**config.mk**
```make
export PLATFORM = sky130hd
export DESIGN_NAME = contiguous_ring_allocator_top
export DESIGN_NICKNAME = d
export VERILOG_FILES = /design/src/design/cra_pkg.sv /design/src/design/cra_ctrl.sv /design/src/design/cra_datapath.sv /design/src/design/contiguous_ring_allocator_top.sv
export SDC_FILE = /design/constraint.sdc
export NUM_CORES = 1
export LEC_CHECK = 0
export ABC_AREA = 1
export BUFFER_PORTS_ARGS = -buffer_cell sky130_fd_sc_hd__buf_2
export CORE_AREA = 2 2 215 217
export DETAILED_ROUTE_END_ITERATION = 16
export DIE_AREA = 0 0 217 219
export HOLD_SLACK_MARGIN = 0.1
export PLACE_DENSITY_LB_ADDON = 0.15
export SLEW_MARGIN = 40
export SYNTH_ARGS = -nofsm -noshare
export SYNTH_HDL_FRONTEND = slang
export SYNTH_SLANG_ARGS = --single-unit
export TNS_END_PERCENT = 5
```
**constraint.sdc**
```tcl
create_clock -name clk -period 8.6 [get_ports clk]
set_input_delay 0.86 -clock clk [delete_from_list [all_inputs] [get_ports clk]]
set_output_delay 0.86 -clock clk [all_outputs]
set_load 0.05 [all_outputs]
```
**src/design/cra_pkg.sv**
```systemverilog
// ----------------------------------------------------------------------------
// cra_pkg: shared types and constants for the contiguous ring allocator.
// Holds the request and result payload types, operation codes, the
// controller state type and the command bundle from controller to datapath.
// ----------------------------------------------------------------------------
`default_nettype none

package cra_pkg;

  // Default ring capacity in bytes.
  localparam int MAX_BYTES_DEF = 65536;

  // Fixed field widths of the request and result payloads.
  localparam int FUNC_W = 2;
  localparam int LEN_W  = 17;
  localparam int ROFF_W = 16;
  localparam int SUM_W  = 32;

  // Operation codes. Code 3 has no meaning and changes nothing.
  localparam logic [FUNC_W-1:0] FUNC_RESERVE = 2'd0;
  localparam logic [FUNC_W-1:0] FUNC_RELEASE = 2'd1;
  localparam logic [FUNC_W-1:0] FUNC_FETCH   = 2'd2;

  typedef struct packed {
    logic [FUNC_W-1:0] func;
    logic [LEN_W-1:0]  length;
  } in_t;

  typedef struct packed {
    logic              granted;
    logic [ROFF_W-1:0] region_offset;
    logic [LEN_W-1:0]  chunk_length;
    logic [LEN_W-1:0]  used_bytes;
    logic [SUM_W-1:0]  total_reserved;
  } out_t;

  typedef enum logic {
    ST_IDLE,
    ST_EXEC
  } state_t;

  typedef struct packed {
    logic capture;
    logic execute;
  } ctrl_cmd_t;

endpackage

`default_nettype wire

```
**src/design/cra_ctrl.sv**
```systemverilog
// ----------------------------------------------------------------------------
// cra_ctrl: request sequencer for the contiguous ring allocator.
// Captures a request when idle, then executes it in the EXEC state.
// ----------------------------------------------------------------------------
`default_nettype none

module cra_ctrl (
  input  wire logic               clk,
  input  wire logic               rst_n,
  input  wire logic               start,
  output logic                    busy,
  output cra_pkg::ctrl_cmd_t      cmd
);

  cra_pkg::state_t state_r;
  cra_pkg::state_t state_nxt;

  always_ff @(posedge clk) begin
    if (!rst_n) begin
      state_r <= cra_pkg::ST_IDLE;
    end else begin
      state_r <= state_nxt;
    end
  end

  always_comb begin
    state_nxt   = state_r;
    cmd.capture = 1'b0;
    cmd.execute = 1'b0;
    busy        = 1'b0;
    unique case (state_r)
      cra_pkg::ST_IDLE: begin
        if (start) begin
          cmd.capture = 1'b1;
          state_nxt   = cra_pkg::ST_EXEC;
        end
      end
      cra_pkg::ST_EXEC: begin
        busy        = 1'b1;
        cmd.execute = 1'b1;
        state_nxt   = cra_pkg::ST_IDLE;
      end
      default: begin
        state_nxt = cra_pkg::ST_IDLE;
      end
    endcase
  end

endmodule

`default_nettype wire

```
**src/design/cra_datapath.sv**
```systemverilog
// ----------------------------------------------------------------------------
// cra_datapath: offset bookkeeping registers of the contiguous ring allocator.
// Holds size, used count, write/read/wrap offsets and the reserved total,
// and computes one request per execute command.
// ----------------------------------------------------------------------------
`default_nettype none

module cra_datapath #(
  parameter int MAX_BYTES = cra_pkg::MAX_BYTES_DEF
) (
  input  wire logic                      clk,
  input  wire logic                      rst_n,
  input  wire cra_pkg::ctrl_cmd_t        cmd,
  input  wire cra_pkg::in_t              in_data,
  input  wire logic                      cfg_wr_en,
  input  wire logic [cra_pkg::LEN_W-1:0] cfg_wr_data,
  output logic                           out_valid,
  output cra_pkg::out_t                  out_data
);

  localparam int SZ_W  = $clog2(MAX_BYTES + 1);
  localparam int OFF_W = $clog2(MAX_BYTES);
  // Compare width: holds used plus length without overflow.
  localparam int CW    = ((SZ_W > cra_pkg::LEN_W) ? SZ_W : cra_pkg::LEN_W) + 1;

  logic [SZ_W-1:0]          size_r;
  logic [SZ_W-1:0]          used_r,   used_nxt;
  logic [OFF_W-1:0]         wr_off_r, wr_off_nxt;
  logic [OFF_W-1:0]         rd_off_r, rd_off_nxt;
  logic [OFF_W-1:0]         wrap_r,   wrap_nxt;
  logic [cra_pkg::SUM_W-1:0] sum_r,   sum_nxt;
  cra_pkg::in_t             op_r;
  logic                     out_valid_r;
  cra_pkg::out_t            out_r,    out_nxt;

  logic [CW-1:0] cfg_x, cfg_size;
  logic [CW-1:0] size_x, end_x, used_x, len_x, wr_x, rd_x, wrap_x;
  logic [CW-1:0] rd_a, wrap_a, avail, want, chunk, offset;
  logic          fits, tail_ok, granted;

  // Clamp a written size into the supported range.
  always_comb begin
    cfg_x = CW'(cfg_wr_data);
    if (cfg_x < CW'(2)) begin
      cfg_size = CW'(2);
    end else if (cfg_x > CW'(MAX_BYTES)) begin
      cfg_size = CW'(MAX_BYTES);
    end else begin
      cfg_size = cfg_x;
    end
  end

  always_comb begin
    size_x = CW'(size_r);
    end_x  = size_x - CW'(1);
    used_x = CW'(used_r);
    len_x  = CW'(op_r.length);
    wr_x   = CW'(wr_off_r);
    rd_x   = CW'(rd_off_r);
    wrap_x = CW'(wrap_r);

    fits    = (used_x + len_x) <= size_x;
    tail_ok = (wr_x <= end_x) && ((end_x - wr_x) >= len_x);

    // Fetch restarts at offset 0 once the read side reaches the wrap point.
    if (rd_x >= wrap_x) begin
      rd_a   = '0;
      wrap_a = end_x;
    end else begin
      rd_a   = rd_x;
      wrap_a = wrap_x;
    end
    avail = wrap_a - rd_a;
    want  = (used_x > len_x) ? len_x : used_x;
    chunk = (avail >= want) ? want : avail;

    used_nxt   = used_r;
    wr_off_nxt = wr_off_r;
    rd_off_nxt = rd_off_r;
    wrap_nxt   = wrap_r;
    sum_nxt    = sum_r;
    granted    = 1'b0;
    offset     = '0;
    out_nxt.chunk_length = '0;

    unique case (op_r.func)
      cra_pkg::FUNC_RESERVE: begin
        if (fits) begin
          granted  = 1'b1;
          used_nxt = SZ_W'(used_x + len_x);
          sum_nxt  = sum_r + cra_pkg::SUM_W'(op_r.length);
          if (tail_ok) begin
            offset     = wr_x;
            wr_off_nxt = OFF_W'(wr_x + len_x);
          end else begin
            wrap_nxt   = wr_off_r;
            wr_off_nxt = (len_x >= size_x) ? '0 : OFF_W'(len_x);
          end
        end
      end
      cra_pkg::FUNC_RELEASE: begin
        used_nxt = (len_x >= used_x) ? '0 : SZ_W'(used_x - len_x);
      end
      cra_pkg::FUNC_FETCH: begin
        wrap_nxt   = OFF_W'(wrap_a);
        rd_off_nxt = OFF_W'(rd_a);
        if (used_x != '0) begin
          granted              = 1'b1;
          offset               = rd_a;
          rd_off_nxt           = OFF_W'(rd_a + chunk);
          out_nxt.chunk_length = cra_pkg::LEN_W'(chunk);
        end
      end
      default: begin
      end
    endcase

    out_nxt.granted        = granted;
    out_nxt.region_offset  = cra_pkg::ROFF_W'(offset);
    out_nxt.used_bytes     = cra_pkg::LEN_W'(used_nxt);
    out_nxt.total_reserved = sum_nxt;
  end

  always_ff @(posedge clk) begin
    if (!rst_n) begin
      size_r      <= SZ_W'(MAX_BYTES);
      used_r      <= '0;
      wr_off_r    <= '0;
      rd_off_r    <= '0;
      wrap_r      <= OFF_W'(MAX_BYTES - 1);
      sum_r       <= '0;
      out_valid_r <= 1'b0;
    end else if (cfg_wr_en) begin
      size_r      <= SZ_W'(cfg_size);
      used_r      <= '0;
      wr_off_r    <= '0;
      rd_off_r    <= '0;
      wrap_r      <= OFF_W'(cfg_size - CW'(1));
      sum_r       <= '0;
      out_valid_r <= 1'b0;
    end else begin
      out_valid_r <= cmd.execute;
      if (cmd.execute) begin
        used_r   <= used_nxt;
        wr_off_r <= wr_off_nxt;
        rd_off_r <= rd_off_nxt;
        wrap_r   <= wrap_nxt;
        sum_r    <= sum_nxt;
      end
    end
  end

  always_ff @(posedge clk) begin
    if (cmd.capture) begin
      op_r <= in_data;
    end
    if (cmd.execute) begin
      out_r <= out_nxt;
    end
  end

  assign out_valid = out_valid_r;
  assign out_data  = out_r;

endmodule

`default_nettype wire

```
**src/design/contiguous_ring_allocator_top.sv**
```systemverilog
// ----------------------------------------------------------------------------
// contiguous_ring_allocator_top: bip-buffer style offset allocator.
// Timing: the strobe is high in the cycle after the execute cycle, and busy
//   holds off a new request during that execute cycle. The receiver cannot
//   stall, and a new request is taken while a result shows.
// Reset (rst_n low, synchronous) sets the size to MAX_BYTES, clears the
//   used count, write/read offsets and total, and sets the wrap point to
//   size minus one; a size write does the same with the new size.
// ----------------------------------------------------------------------------
`default_nettype none

module contiguous_ring_allocator_top #(
  parameter int MAX_BYTES = cra_pkg::MAX_BYTES_DEF
) (
  input  wire logic                      clk,
  input  wire logic                      rst_n,
  // Request channel: a request is taken when start is high and busy is low.
  input  wire logic                      start,
  output logic                           busy,
  input  wire cra_pkg::in_t              in_data,
  // Result channel: out_valid marks a result for exactly one cycle.
  output logic                           out_valid,
  output cra_pkg::out_t                  out_data,
  // Size register write port.
  input  wire logic                      cfg_wr_en,
  input  wire logic [cra_pkg::LEN_W-1:0] cfg_wr_data
);

  cra_pkg::ctrl_cmd_t cmd;

  // The controller captures each request and then runs its execute cycle,
  // during which busy holds off the next request.
  cra_ctrl u_ctrl (
    .clk   (clk),
    .rst_n (rst_n),
    .start (start),
    .busy  (busy),
    .cmd   (cmd)
  );

  // The datapath holds all ring bookkeeping. During the execute cycle it
  // evaluates the captured request against the current offsets, updates
  // them and registers the result, which appears on the next cycle.
  cra_datapath #(
    .MAX_BYTES (MAX_BYTES)
  ) u_dp (
    .clk         (clk),
    .rst_n       (rst_n),
    .cmd         (cmd),
    .in_data     (in_data),
    .cfg_wr_en   (cfg_wr_en),
    .cfg_wr_data (cfg_wr_data),
    .out_valid   (out_valid),
    .out_data    (out_data)
  );

  // An accepted request always moves the controller into its execute cycle.
  a_accept_busy: assert property (@(posedge clk) disable iff (!rst_n)
    (start && !busy) |=> busy)
    else $error("accepted request did not enter execute");

  // Without a size write, the next cycle shows the result strobe and busy low.
  a_exec_result: assert property (@(posedge clk) disable iff (!rst_n)
    (busy && !cfg_wr_en) |=> (out_valid && !busy))
    else $error("execute cycle did not produce a single result");

  // A refused request reports neither an offset nor a chunk.
  a_refused_empty: assert property (@(posedge clk) disable iff (!rst_n)
    (out_valid && !out_data.granted) |->
      (out_data.region_offset == '0 && out_data.chunk_length == '0))
    else $error("refused request reported an offset or chunk");

endmodule

`default_nettype wire

```
==> summary.txt, run 1 <==
Route
  – # DRC: 0
  – Vias: 17364
  – Drt initial violations: 1273
  – Final WL: 65.43 mm
  – Antenna-violating nets left: 0
  – DR vias/cell: 5.476
  – Drt wl/cell: 20.63 um
  – TritonRoute pass-1 iters: 5

Logic synthesis
  – Synth cell types: 66
  – Synth Net Count: 2683
  – Synth warn: 0
  – Number of synthesized register bits: 218
  – Post-synthesis cell count: 2437
  – Number of synthesized flops with an enable pin: 102
  – Register area share after synthesis: 30.04%
  – Most used DFF post-synth: dfxtp_1
  – Avg Cell Area, Syn: 7.356 sq um
  – Fraction of registers with async set/reset: 0%
  – Syn Std Cell Area: 0.01793 sq mm

Global routing
  – Total GRT Usage: 27.30%
  – Largest net degree at the start of global routing: 67
  – First-pass GRT wire length: 98.81 mm
  – Initial antenna violation count: 1
  – GRT overflow: 0
  – Number of global-route vias before repair: 16416

STA
  – Skew final: 11.57 ps
  – Worst Tran Pin Value: 849.6 ps
  – Final setup margin: 775.2 ps
  – Final Hold Vio Count: 0
  – Post-layout min period: 7825 ps
  – Fmax: 127.8 MHz
  – Slew Viols, Final: 0
  – Slew margin rel.: 42.76%
  – Final setup vio count: 0
  – Final period util: 90.99%

Final layout
  – Commonest non-fill, non-tap cells in the layout: 428 x nand2_1, 364 x inv_1, 251 x a21oi_1, 199 x ha_1, 192 x o21ai_0
  – Final net count: 2796
  – Area grow syn2layout: 12.67%
  – Multi-input gate area: 0.01074 sq mm
  – N_diodes: 0
  – Non-filler instance count after layout: 3171
  – Fillcell total: 4672
  – Layout cells sized above 1: 11.55%
  – Final core utilization: 44.80%
  – Most common cell after layout, fill and taps aside: nand2_1
  – Register Area: 0.005389 sq mm

Worst setup path
  – CP max stage delay: 610 ps
  – Crit Path Category: register to register
  – CP most frequent cell: nand2_1
  – Setup crit end kind: register
  – Slowest cell on the critical path: o21ai_0
  – CP startpoint kind: register
  – Critical Path RT: 9120 ps
  – Crit path DAT: 8350 ps
  – Max FO, Critical Path: 18

Floorplanning
  – Row count: 78
  – Initial core utilization: 39.76%
  – Die Width: 217 um
  – Die H: 219 um
  – I/O pin total: 125
  – Core ar.: 0.04509 sq mm
  – Area of the die: 0.04752 sq mm

Power
  – Int Pwr: 0.002295 W
  – Clock share of power: 33.0%
  – Leakage power: 9.450 nW
  – Sequential fraction of design power: 31.3%
  – Maximum vdd ir drop: 0.1669 mV
  – Psw: 0.001447 W
  – Combinational power share: 35.6%
  – Total power: 0.003742 W
  – PwrDens: 185.3 mW/mm^2
  – Sw frac: 38.68%

Clock tree
  – H-tree levels: 1
  – Inserted Clock Buffers: 27
  – CTS max path bufs: 3
  – CTS root buf: clkbuf_16
  – # clock sinks: 218
  – CTS tree: yes
  – Hold_buf cts: 0
  – Clk Latency, worst-skew pair: 580 ps
  – Clk slew on worst S/H paths: 60 ps

Flow run
  – Max-cap viol count: 0

Place
  – Placed cells: 3116
  – RePlAce Congestion: 0.9712
  – Post-place setup slack: 521.3 ps
  – Hpwl dp: 52.72 mm
  – Port Buffer Count: 124

Run status
  – Status: finished clean

Hold path
  – Worst Hold Class: input pin to register
-- cell type report --
cell class / count / area share, %
Clock inverter: 18 / 1.208
Clock buffer: 32 / 3.537
Tap cell: 600 / 3.717
Sequential cell: 218 / 26.68
Timing Repair Buffer: 163 / 4.540
Multi-Input combinational cell: 1756 / 53.16
Inverter: 384 / 7.154
-- stage by stage --
stage / setup TNS [ps] / hold slack, ps / cell area (sq um)
after global routing: -1.046 / 442.7 / 20200
after global placement: 0 / 455.0 / 19160
after detailed placement: 0 / 459.6 / 19170
after floorplan: 0 / 442.6 / 17930
final: 0 / 456.9 / 20200
after CTS: 0 / 433.4 / 20120
-- worst max-delay path, delay by kind of cell (launching register included) --
family | cells | cell delay [ps]
AO/OA/AOI/OAI | 16 | 2720
XOR/XNOR | 1 | 210
flip-flops | 1 | 330
adder cells (fa/ha/maj) | 5 | 1660
AND/OR/NAND/NOR | 23 | 2110
buffers and inverters | 7 | 750
-- layer usage --
| metal | share of wire (%) | GRT usage (%) | vias to the layer above | wire length, um |
|---|---|---|---|---|
| met4 | 3.2 | 8.059 | 2 | 2069 |
| met1 | 45 | 37.37 | 8225 | 29730 |
| met5 | 0.020 | 0 | - | 13 |
| met2 | 46 | 45.20 | 527 | 29840 |
| met3 | 5.8 | 3.160 | 110 | 3774 |
| li1 | - | - | 8500 | - |
-- power groups by stage --
stage	registers, W	clock network [W]	logic (W)
final	0.00117	0.00124	0.00133
after global routing	0.00118	0.00130	0.00147
after CTS	0.00117	0.00126	0.00131
after detailed placement	0.00119	0	0.00131
after global placement	0.00119	0	0.00130
after floorplan	0.00125	0	0.000883
-- logic make-up after synthesis --
family                   synth area share (%)
AO/OA/AOI/OAI                           20.53
AND/OR/NAND/NOR                         19.23
XOR/XNOR                                5.221
buffers and inverters                   10.31
adder cells (fa/ha/maj)                 14.67
flip-flops                              30.04
-- worst paths after layout --
kind                                      from                 to  slack [ps]  cells past startpoint
worst max register to register  u_dp.wrap_r[5]  u_dp.rd_off_r[14]         780                     52
worst min-delay path                in_data[9]      u_dp.len_x[9]         460                      1
worst max-delay path            u_dp.wrap_r[5]  u_dp.rd_off_r[14]         780                     52
worst min register to register  u_dp.wrap_r[7]     u_dp.wrap_r[7]         470                      2
-- synth_stat cells, types with 24 or more instances --
master	count	area share [%]
a21oi_1	253	7.1
a31oi_1	24	0.84
clkbuf_1	45	0.94
dfxtp_1	116	13
edfxtp_1	102	17
ha_1	199	14
inv_1	366	7.7
nand2_1	428	9.0
nand3_1	94	2.6
nand4_1	33	1.2
nor2_1	146	3.1
nor3_1	30	0.84
o21ai_0	192	5.4
o21ai_1	57	1.6
o22ai_1	35	1.2
xor2_1	84	4.1
-- flip-flops by register name, summed over array words and instances (netlist names), named ones only --
register	cells
u_dp.out_data	83
u_dp.sum_r	32
u_dp.len_x	17
u_dp.size_r	17
u_dp.used_r	17
u_dp.rd_off_r	16
u_dp.wr_off_r	16
u_dp.wrap_r	15
u_dp.op_r	2
u_ctrl.state_r	1
u_dp.out_valid	1
-- repair_timing --
action,in CTS,in global routing
gates resized for setup,0,8
endpoints found under the setup margin,0,5
setup buffers,0,5
hold endpoints to repair,0,0
Power figures use the tool's default switching activity.
==> run 2: changes to the inputs <==
Settings changed: SYNTH_HIERARCHICAL set to 1.
==> run 2 against run 1 <==
Effect of this change:
- area after synthesis down 0.58%
- clock power down 9%
- sequential share of layout area up 0.13 points
- highest routed layer is now met4
- flip-flop and latch count unchanged
- largest cell class unchanged
- via count down 1.1%
- utilization down 0.21 points
- wire length down 3.0%
- cell area down 0.47%
- synthesized cell count down 1.8%
- clock skew up 12 ps
- combinational power down 8%
==> summary.txt, run 2 <==
Clock tree
  – Inserted Clock Buffers: 27 (unchanged)
  – # clock sinks: 218 (unchanged)
  – CTS tree: yes (unchanged)
  – CTS root buf: clkbuf_16 (unchanged)
  – Clk slew on worst S/H paths: 60 ps (about the same)
  – CTS max path bufs: 3 (unchanged)
  – Clk Latency, worst-skew pair: 590 ps (was 580 ps)
  – Hold_buf cts: 0 (unchanged)
  – H-tree levels: 1 (unchanged)

STA
  – Worst Tran Pin Value: 859.2 ps (was 849.6 ps)
  – Hold_ws: 453.2 ps (was 456.9 ps)
  – Fmax: 128.1 MHz (was 127.8 MHz)
  – Final period util: 90.78% (was 90.99%)
  – Final Hold Vio Count: 0 (unchanged)
  – Slew margin rel.: 42.36% (was 42.76%)
  – Post-layout min period: 7807 ps (was 7825 ps)
  – Skew final: 23.17 ps (was 11.57 ps)
  – Slew Viols, Final: 0 (unchanged)
  – RSZ-0062 raised after global routing: no
  – Setup TNS: 0 ps (unchanged)
  – Final setup vio count: 0 (unchanged)

Place
  – Placed cells: 3081 (was 3116)
  – RePlAce Congestion: 0.9594 (was 0.9712)
  – DP Area: 0.01914 sq mm (was 0.01917 sq mm)
  – Port Buffer Count: 124 (unchanged)
  – Hpwl dp: 49.19 mm (was 52.72 mm)

Final layout
  – Area grow syn2layout: 12.80% (was 12.67%)
  – Most common cell after layout, fill and taps aside: nand2_1 (unchanged)
  – N_diodes: 0 (unchanged)
  – Non-filler instance count after layout: 3138 (was 3171)
  – Finished Cell Area: 0.02010 sq mm (was 0.02020 sq mm)
  – Fillcell total: 4677 (was 4672)
  – Final core utilization: 44.59% (was 44.80%)
  – Commonest non-fill, non-tap cells in the layout: 401 x nand2_1, 371 x inv_1, 247 x a21oi_1, 204 x o21ai_0, 200 x ha_1 (was 428 x nand2_1, 364 x inv_1, 251 x a21oi_1, 199 x ha_1, 192 x o21ai_0)
  – Final net count: 2764 (was 2796)
  – Layout cells sized above 1: 12.14% (was 11.55%)
  – Max reg flops: 83 (unchanged)

Worst setup path
  – Worst r2r src: u_dp/wrap_r[5] (was u_dp.wrap_r[5])
  – CP startpoint kind: register (unchanged)
  – CP most frequent cell: nand2_1 (unchanged)
  – Setup crit end kind: register (unchanged)
  – Critical Path RT: 9040 ps (was 9120 ps)
  – Slowest cell on the critical path: o311ai_0 (was o21ai_0)
  – Crit path DAT: 8250 ps (was 8350 ps)
  – CP max stage delay: 440 ps (was 610 ps)
  – Crit Path Category: register to register (unchanged)
  – Worst r2r path cells: 53 (was 52)
  – Reg2reg setup slack: 790 ps (was 780 ps)
  – Max FO, Critical Path: 15 (was 18)
  – R2R Path End: u_dp/rd_off_r[14] (was u_dp.rd_off_r[14])

Global routing
  – Initial antenna violation count: 0 (was 1)
  – Number of global-route vias before repair: 15954 (was 16416)
  – Largest net degree at the start of global routing: 80 (was 67)
  – GRT overflow: 0 (unchanged)
  – Total GRT Usage: 26.16% (was 27.30%)
  – First-pass GRT wire length: 95.05 mm (was 98.81 mm)

Route
  – Antenna-violating nets left: 0 (unchanged)
  – TritonRoute pass-1 iters: 6 (was 5)
  – DR WL met2: 28.65 mm (was 29.84 mm)
  – Drt initial violations: 1603 (was 1273)
  – DR vias/cell: 5.473 (was 5.476)
  – Final WL: 63.50 mm (was 65.43 mm)
  – Met3 wire length: 3.937 mm (was 3.774 mm)
  – Drt wl/cell: 20.23 um (was 20.63 um)
  – Met1 wire length: 28.81 mm (was 29.73 mm)
  – Max layer used: met4 (was met5)
  – Vias: 17175 (was 17364)
  – # DRC: 0 (unchanged)

Power
  – Maximum vdd ir drop: 0.1490 mV (was 0.1669 mV)
  – Leakage power: 9.529 nW (was 9.450 nW)
  – PwrDens: 175.6 mW/mm^2 (was 185.3 mW/mm^2)

Floorplanning
  – Die Width: 217 um (unchanged)
  – Row count: 78 (unchanged)
  – Die H: 219 um (unchanged)
  – Area of the die: 0.04752 sq mm (unchanged)
  – Initial core utilization: 39.53% (was 39.76%)
  – Core ar.: 0.04509 sq mm (unchanged)
  – I/O pin total: 125 (unchanged)

Logic synthesis
  – Synth Net Count: 2640 (was 2683)
  – Synth area leaders: edfxtp_1 17%, ha_1 14%, dfxtp_1 13% (unchanged)
  – Avg Cell Area, Syn: 7.448 sq um (was 7.356 sq um)
  – Fraction of registers with async set/reset: 0% (unchanged)
  – Area leader, netlist: edfxtp_1 (unchanged)
  – Commonest cells in the netlist: 401 x nand2_1, 374 x inv_1, 248 x a21oi_1 (was 428 x nand2_1, 366 x inv_1, 253 x a21oi_1)
  – Count leader, synth: nand2_1 (unchanged)
  – Register area share after synthesis: 30.21% (was 30.04%)
  – Post-synthesis cell count: 2393 (was 2437)
  – Synth cell types: 66 (unchanged)
  – Most used DFF post-synth: dfxtp_1 (unchanged)
  – Syn Std Cell Area: 0.01782 sq mm (was 0.01793 sq mm)
  – Number of synthesized flops with an enable pin: 102 (unchanged)
  – Share of the synthesized area in the top cell type: 17.18% (was 17.09%)
  – Number of synthesized register bits: 218 (unchanged)
  – Synth warn: 6 (was 0)

Flow run
  – Max-cap viol count: 0 (unchanged)

Hold path
  – Hold Path End: u_dp/len_x[2] (was u_dp.len_x[9])
  – Worst Hold Class: input pin to register (unchanged)
  – WHS Path Cells: 1 (unchanged)
  – Hold path start: in_data[2] (was in_data[9])

Run status
  – Status: finished clean (unchanged)
-- run 2: how the worst max path moves through the flow --
stage,from,endpoint,slack (ps),cells past startpoint
after detailed placement,u_dp/wrap_r[5],u_dp/rd_off_r[14],700,51
after CTS,u_dp/wrap_r[5],u_dp/rd_off_r[14],670,51
final,u_dp/wrap_r[5],u_dp/rd_off_r[14],790,53
after floorplan,u_dp/wrap_r[5],u_dp/rd_off_r[14],1300,55
after global routing,u_dp/wrap_r[5],u_dp/rd_off_r[14],20,54
after global placement,u_dp/wrap_r[5],u_dp/rd_off_r[14],920,51
-- run 2: routing by layer --
| layer | vias up | global-route usage, % |
|---|---|---|
| li1 | 8403 | - |
| met1 | 8171 | 36.15 |
| met2 | 509 | 42.56 |
| met3 | 92 | 3.146 |
| met4 | 0 | 8.219 |
| met5 | - | 0 |
-- run 2: cell type report --
type / count / area [sq um] / share of cell area (%)
multi-input combinational: 1706 / 10610 / 52.77
sequential: 218 / 5389 / 26.80
inverter: 391 / 1481 / 7.369
timing repair buffer: 173 / 1008 / 5.016
tap: 600 / 750.7 / 3.734
clock buffer: 33 / 718.2 / 3.572
clock inverter: 17 / 147.6 / 0.7344
-- run 2: logic make-up (layout without fill, tap and decap cells) --
family                     after synthesis  in the layout  synth area share, %
buffers and inverters                  469            614                10.45
xor gates and xnor gates                99             99                4.865
and+or+nand+nor                        756            756                18.89
adders and majority gates              207            207                14.83
DFF                                    218            218                30.21
AOI/OAI and AO/OA                      644            644                20.75
-- run 2: per-stage QoR --
stage,worst slack [ps],power [W]
2_1_floorplan,1299,0.002062
3_3_place_gp,915.7,0.002363
3_5_place_dp,704.4,0.002379
4_1_cts,674.8,0.003524
5_1_grt,19.79,0.003726
6_report,793.2,0.003529
-- run 2: report_power, final --
group	switching (W)	internal (W)	total, W
sequential	0.0000290	0.00114	0.00117
combinational	0.000845	0.000385	0.00123
clock	0.000503	0.000631	0.00113
-- run 2: worst max-delay path: cells and delay by family, from the launching register on --
kind,cells,cell delay [ps]
AOI/OAI and AO/OA,16,2670
and+or+nand+nor,22,2060
adders and majority gates,5,1560
buffers and inverters,8,800
xor gates and xnor gates,2,230
DFF,1,360
-- run 2: what timing repair did --
item,4_1_cts,5_1_grt
buffers inserted,0,6
setup endpoints to repair,0,8
resized for setup,0,7
==> run 3: changes to the inputs <==
Clock period 8.6 ns to 8.75 ns, I/O delays scaled along.
==> run 3 against run 2 <==
Effect of this change:
- combinational power down 3%
- non-clock buffer count decreased by 8
- wire length rose by 0.66%
- hold slack better by 25 ps
- flip-flop and latch count is the same
- sequential share of layout area barely moved
- critical path depth is 4 lower
- count of clock-buffer cells in the layout grew 1
==> summary.txt, run 3 (synthesis gave the netlist of run 2 again) <==
Final layout
  – Final core utilization: 44.60% (was 44.59%)
  – Fillcell total: 4669 (was 4677)
  – Most common cell after layout, fill and taps aside: nand2_1 (unchanged)
  – Commonest non-fill, non-tap cells in the layout: 401 x nand2_1, 371 x inv_1, 247 x a21oi_1, 204 x o21ai_0, 200 x ha_1 (unchanged)
  – Multi-input gate area: 0.01061 sq mm (about the same)
  – Area grow syn2layout: 12.83% (was 12.80%)
  – Final net count: 2756 (was 2764)
  – Register Area: 0.005389 sq mm (unchanged)
  – Max reg flops: 83 (unchanged)
  – N_diodes: 0 (unchanged)
  – Layout cells sized above 1: 11.74% (was 12.14%)

Route
  – # DRC: 0 (unchanged)
  – Drt initial violations: 1456 (was 1603)
  – Drt wl/cell: 20.42 um (was 20.23 um)
  – Vias: 17126 (was 17175)
  – TritonRoute pass-1 iters: 5 (was 6)
  – Final WL: 63.92 mm (was 63.50 mm)
  – DR vias/cell: 5.472 (was 5.473)
  – Antenna-violating nets left: 0 (unchanged)

Worst setup path
  – Worst r2r src: u_dp/rd_off_r[15] (was u_dp/wrap_r[5])
  – Crit. Startpoint: u_dp/rd_off_r[15] (was u_dp/wrap_r[5])
  – Worst path buffer plus inverter count: 6 (was 8)
  – Critical Path RT: 9180 ps (was 9040 ps)
  – CP most frequent cell: nand2_1 (unchanged)
  – Max FO, Critical Path: 31 (was 15)
  – CP delay by family, top: compound AO/OA/AOI/OAI gates (unchanged)
  – CP max stage delay: 420 ps (was 440 ps)
  – R2R Path End: u_dp/rd_off_r[14] (unchanged)
  – Worst path depth: 49 (was 53)
  – Critical Path End: u_dp/rd_off_r[14] (unchanged)
  – Crit path DAT: 8380 ps (was 8250 ps)
  – Slowest cell on the critical path: dfxtp_1 (was o311ai_0)
  – Crit Path Category: register to register (unchanged)
  – Reg2reg setup slack: 800 ps (was 790 ps)
  – CP startpoint kind: register (unchanged)
  – Setup crit end kind: register (unchanged)
  – Worst r2r path cells: 49 (was 53)

Place
  – RePlAce Congestion: 0.9702 (was 0.9594)
  – Hpwl dp: 49.66 mm (was 49.19 mm)
  – Port Buffer Count: 124 (unchanged)

Floorplanning
  – Core ar.: 0.04509 sq mm (unchanged)
  – I/O pin total: 125 (unchanged)
  – Die Width: 217 um (unchanged)
  – Initial core utilization: 39.53% (unchanged)
  – Die H: 219 um (unchanged)
  – Area of the die: 0.04752 sq mm (unchanged)
  – Row count: 78 (unchanged)

Global routing
  – Number of global-route vias before repair: 15917 (was 15954)
  – Largest net degree at the start of global routing: 80 (unchanged)
  – Initial antenna violation count: 1 (was 0)
  – First-pass GRT wire length: 95.34 mm (was 95.05 mm)
  – GRT overflow: 0 (unchanged)
  – Total GRT Usage: 26.41% (was 26.16%)

Clock tree
  – # clock sinks: 218 (unchanged)
  – Clk Latency, worst-skew pair: 580 ps (was 590 ps)
  – CTS tree: yes (unchanged)
  – Clk slew on worst S/H paths: 60 ps (about the same)
  – Hold_buf cts: 0 (unchanged)
  – CTS root buf: clkbuf_16 (unchanged)
  – H-tree levels: 1 (unchanged)
  – Inserted Clock Buffers: 27 (unchanged)
  – CTS max path bufs: 3 (unchanged)

STA
  – Slew margin rel.: 44.17% (was 42.36%)
  – Fmax: 125.7 MHz (was 128.1 MHz)
  – Slew Viols, Final: 0 (unchanged)
  – Skew final: 29.56 ps (was 23.17 ps)
  – Final setup vio count: 0 (unchanged)
  – Worst Tran Pin Value: 832.3 ps (was 859.2 ps)
  – Post-layout min period: 7952 ps (was 7807 ps)
  – Final Hold Vio Count: 0 (unchanged)
  – Final period util: 90.88% (was 90.78%)

Power
  – Clock share of power: 34.0% (was 32.1%)
  – Leakage power: 9.544 nW (was 9.529 nW)
  – Sw frac: 37.80% (was 39.01%)
  – Int Pwr: 0.002207 W (was 0.002153 W)
  – Psw: 0.001341 W (was 0.001377 W)
  – Maximum vdd ir drop: 0.2045 mV (was 0.1490 mV)
  – Combinational power share: 33.6% (was 34.8%)
  – PwrDens: 176.5 mW/mm^2 (was 175.6 mW/mm^2)
  – Sequential fraction of design power: 32.3% (was 33.0%)
  – Total power: 0.003549 W (was 0.003529 W)

Hold path
  – Worst Hold Class: register to register (was input pin to register)

Flow run
  – Max-cap viol count: 0 (unchanged)

Run status
  – Status: finished clean (unchanged)
## run 3: how the worst min path moves through the flow
stage | from | endpoint | cells after the start
final | u_dp/wrap_r[7] | u_dp/wrap_r[7] | 2
after global routing | in_data[1] | u_dp/len_x[1] | 1
after CTS | in_data[3] | u_dp/len_x[3] | 1
after detailed placement | u_dp/wrap_r[11] | u_dp/wrap_r[11] | 2
after global placement | u_dp/wrap_r[15] | u_dp/wrap_r[15] | 2
after floorplan | u_dp/wrap_r[11] | u_dp/wrap_r[11] | 2
## run 3: through the flow
step | instances | hold WS (ps) | setup WS (ps) | cell area [sq um] | setup TNS, ps
floorplan | 2393 | 440.8 | 1449 | 17820 | 0
CTS | 3129 | 455.8 | 633.8 | 20080 | 0
finish | 3130 | 477.9 | 797.6 | 20110 | 0
detailed placement | 3079 | 455.4 | 672.7 | 19130 | 0
global placement | 3079 | 457.4 | 877.7 | 19120 | 0
global route | 3130 | 461.5 | -8.490 | 20110 | -8.490
## run 3: worst reg2reg max path, delay by kind of cell, from the launching register on
family	cells	cell delay, ps
AOI/OAI and AO/OA	19	2900
xor gates and xnor gates	1	80
adders and majority gates	5	1460
buffers and inverters	6	750
and+or+nand+nor	18	2170
DFF	1	420
## run 3: area by class of cell
| class | count | share of cell area (%) |
|---|---|---|
| Clock inverter | 16 | 1.027 |
| Tap cell | 600 | 3.733 |
| Inverter | 391 | 7.342 |
| Timing Repair Buffer | 165 | 4.654 |
| Clock buffer | 34 | 3.689 |
| Sequential cell | 218 | 26.80 |
| Multi-Input combinational cell | 1706 | 52.76 |
## run 3: metal layers
| metal | wire, um | vias up | global-route usage, % |
|---|---|---|---|
| li1 | - | 8385 | - |
| met1 | 28550 | 8026 | 35.91 |
| met2 | 28190 | 600 | 41.76 |
| met3 | 4641 | 115 | 4.366 |
| met4 | 2537 | 0 | 10.48 |
| met5 | 0 | - | 0 |
## run 3: what timing repair did
action,CTS,global route
buffers inserted,0,1
hold endpoints to repair,0,0
endpoints found under the setup margin,0,7
resized for setup,0,6
## run 3: power by group through the flow
| stage | clock network [W] | registers, W | logic (W) |
|---|---|---|---|
| finish | 0.00121 | 0.00115 | 0.00119 |
| global route | 0.00127 | 0.00115 | 0.00133 |
| CTS | 0.00123 | 0.00115 | 0.00118 |
| detailed placement | 0 | 0.00117 | 0.00117 |
| global placement | 0 | 0.00117 | 0.00116 |
| floorplan | 0 | 0.00123 | 0.000800 |
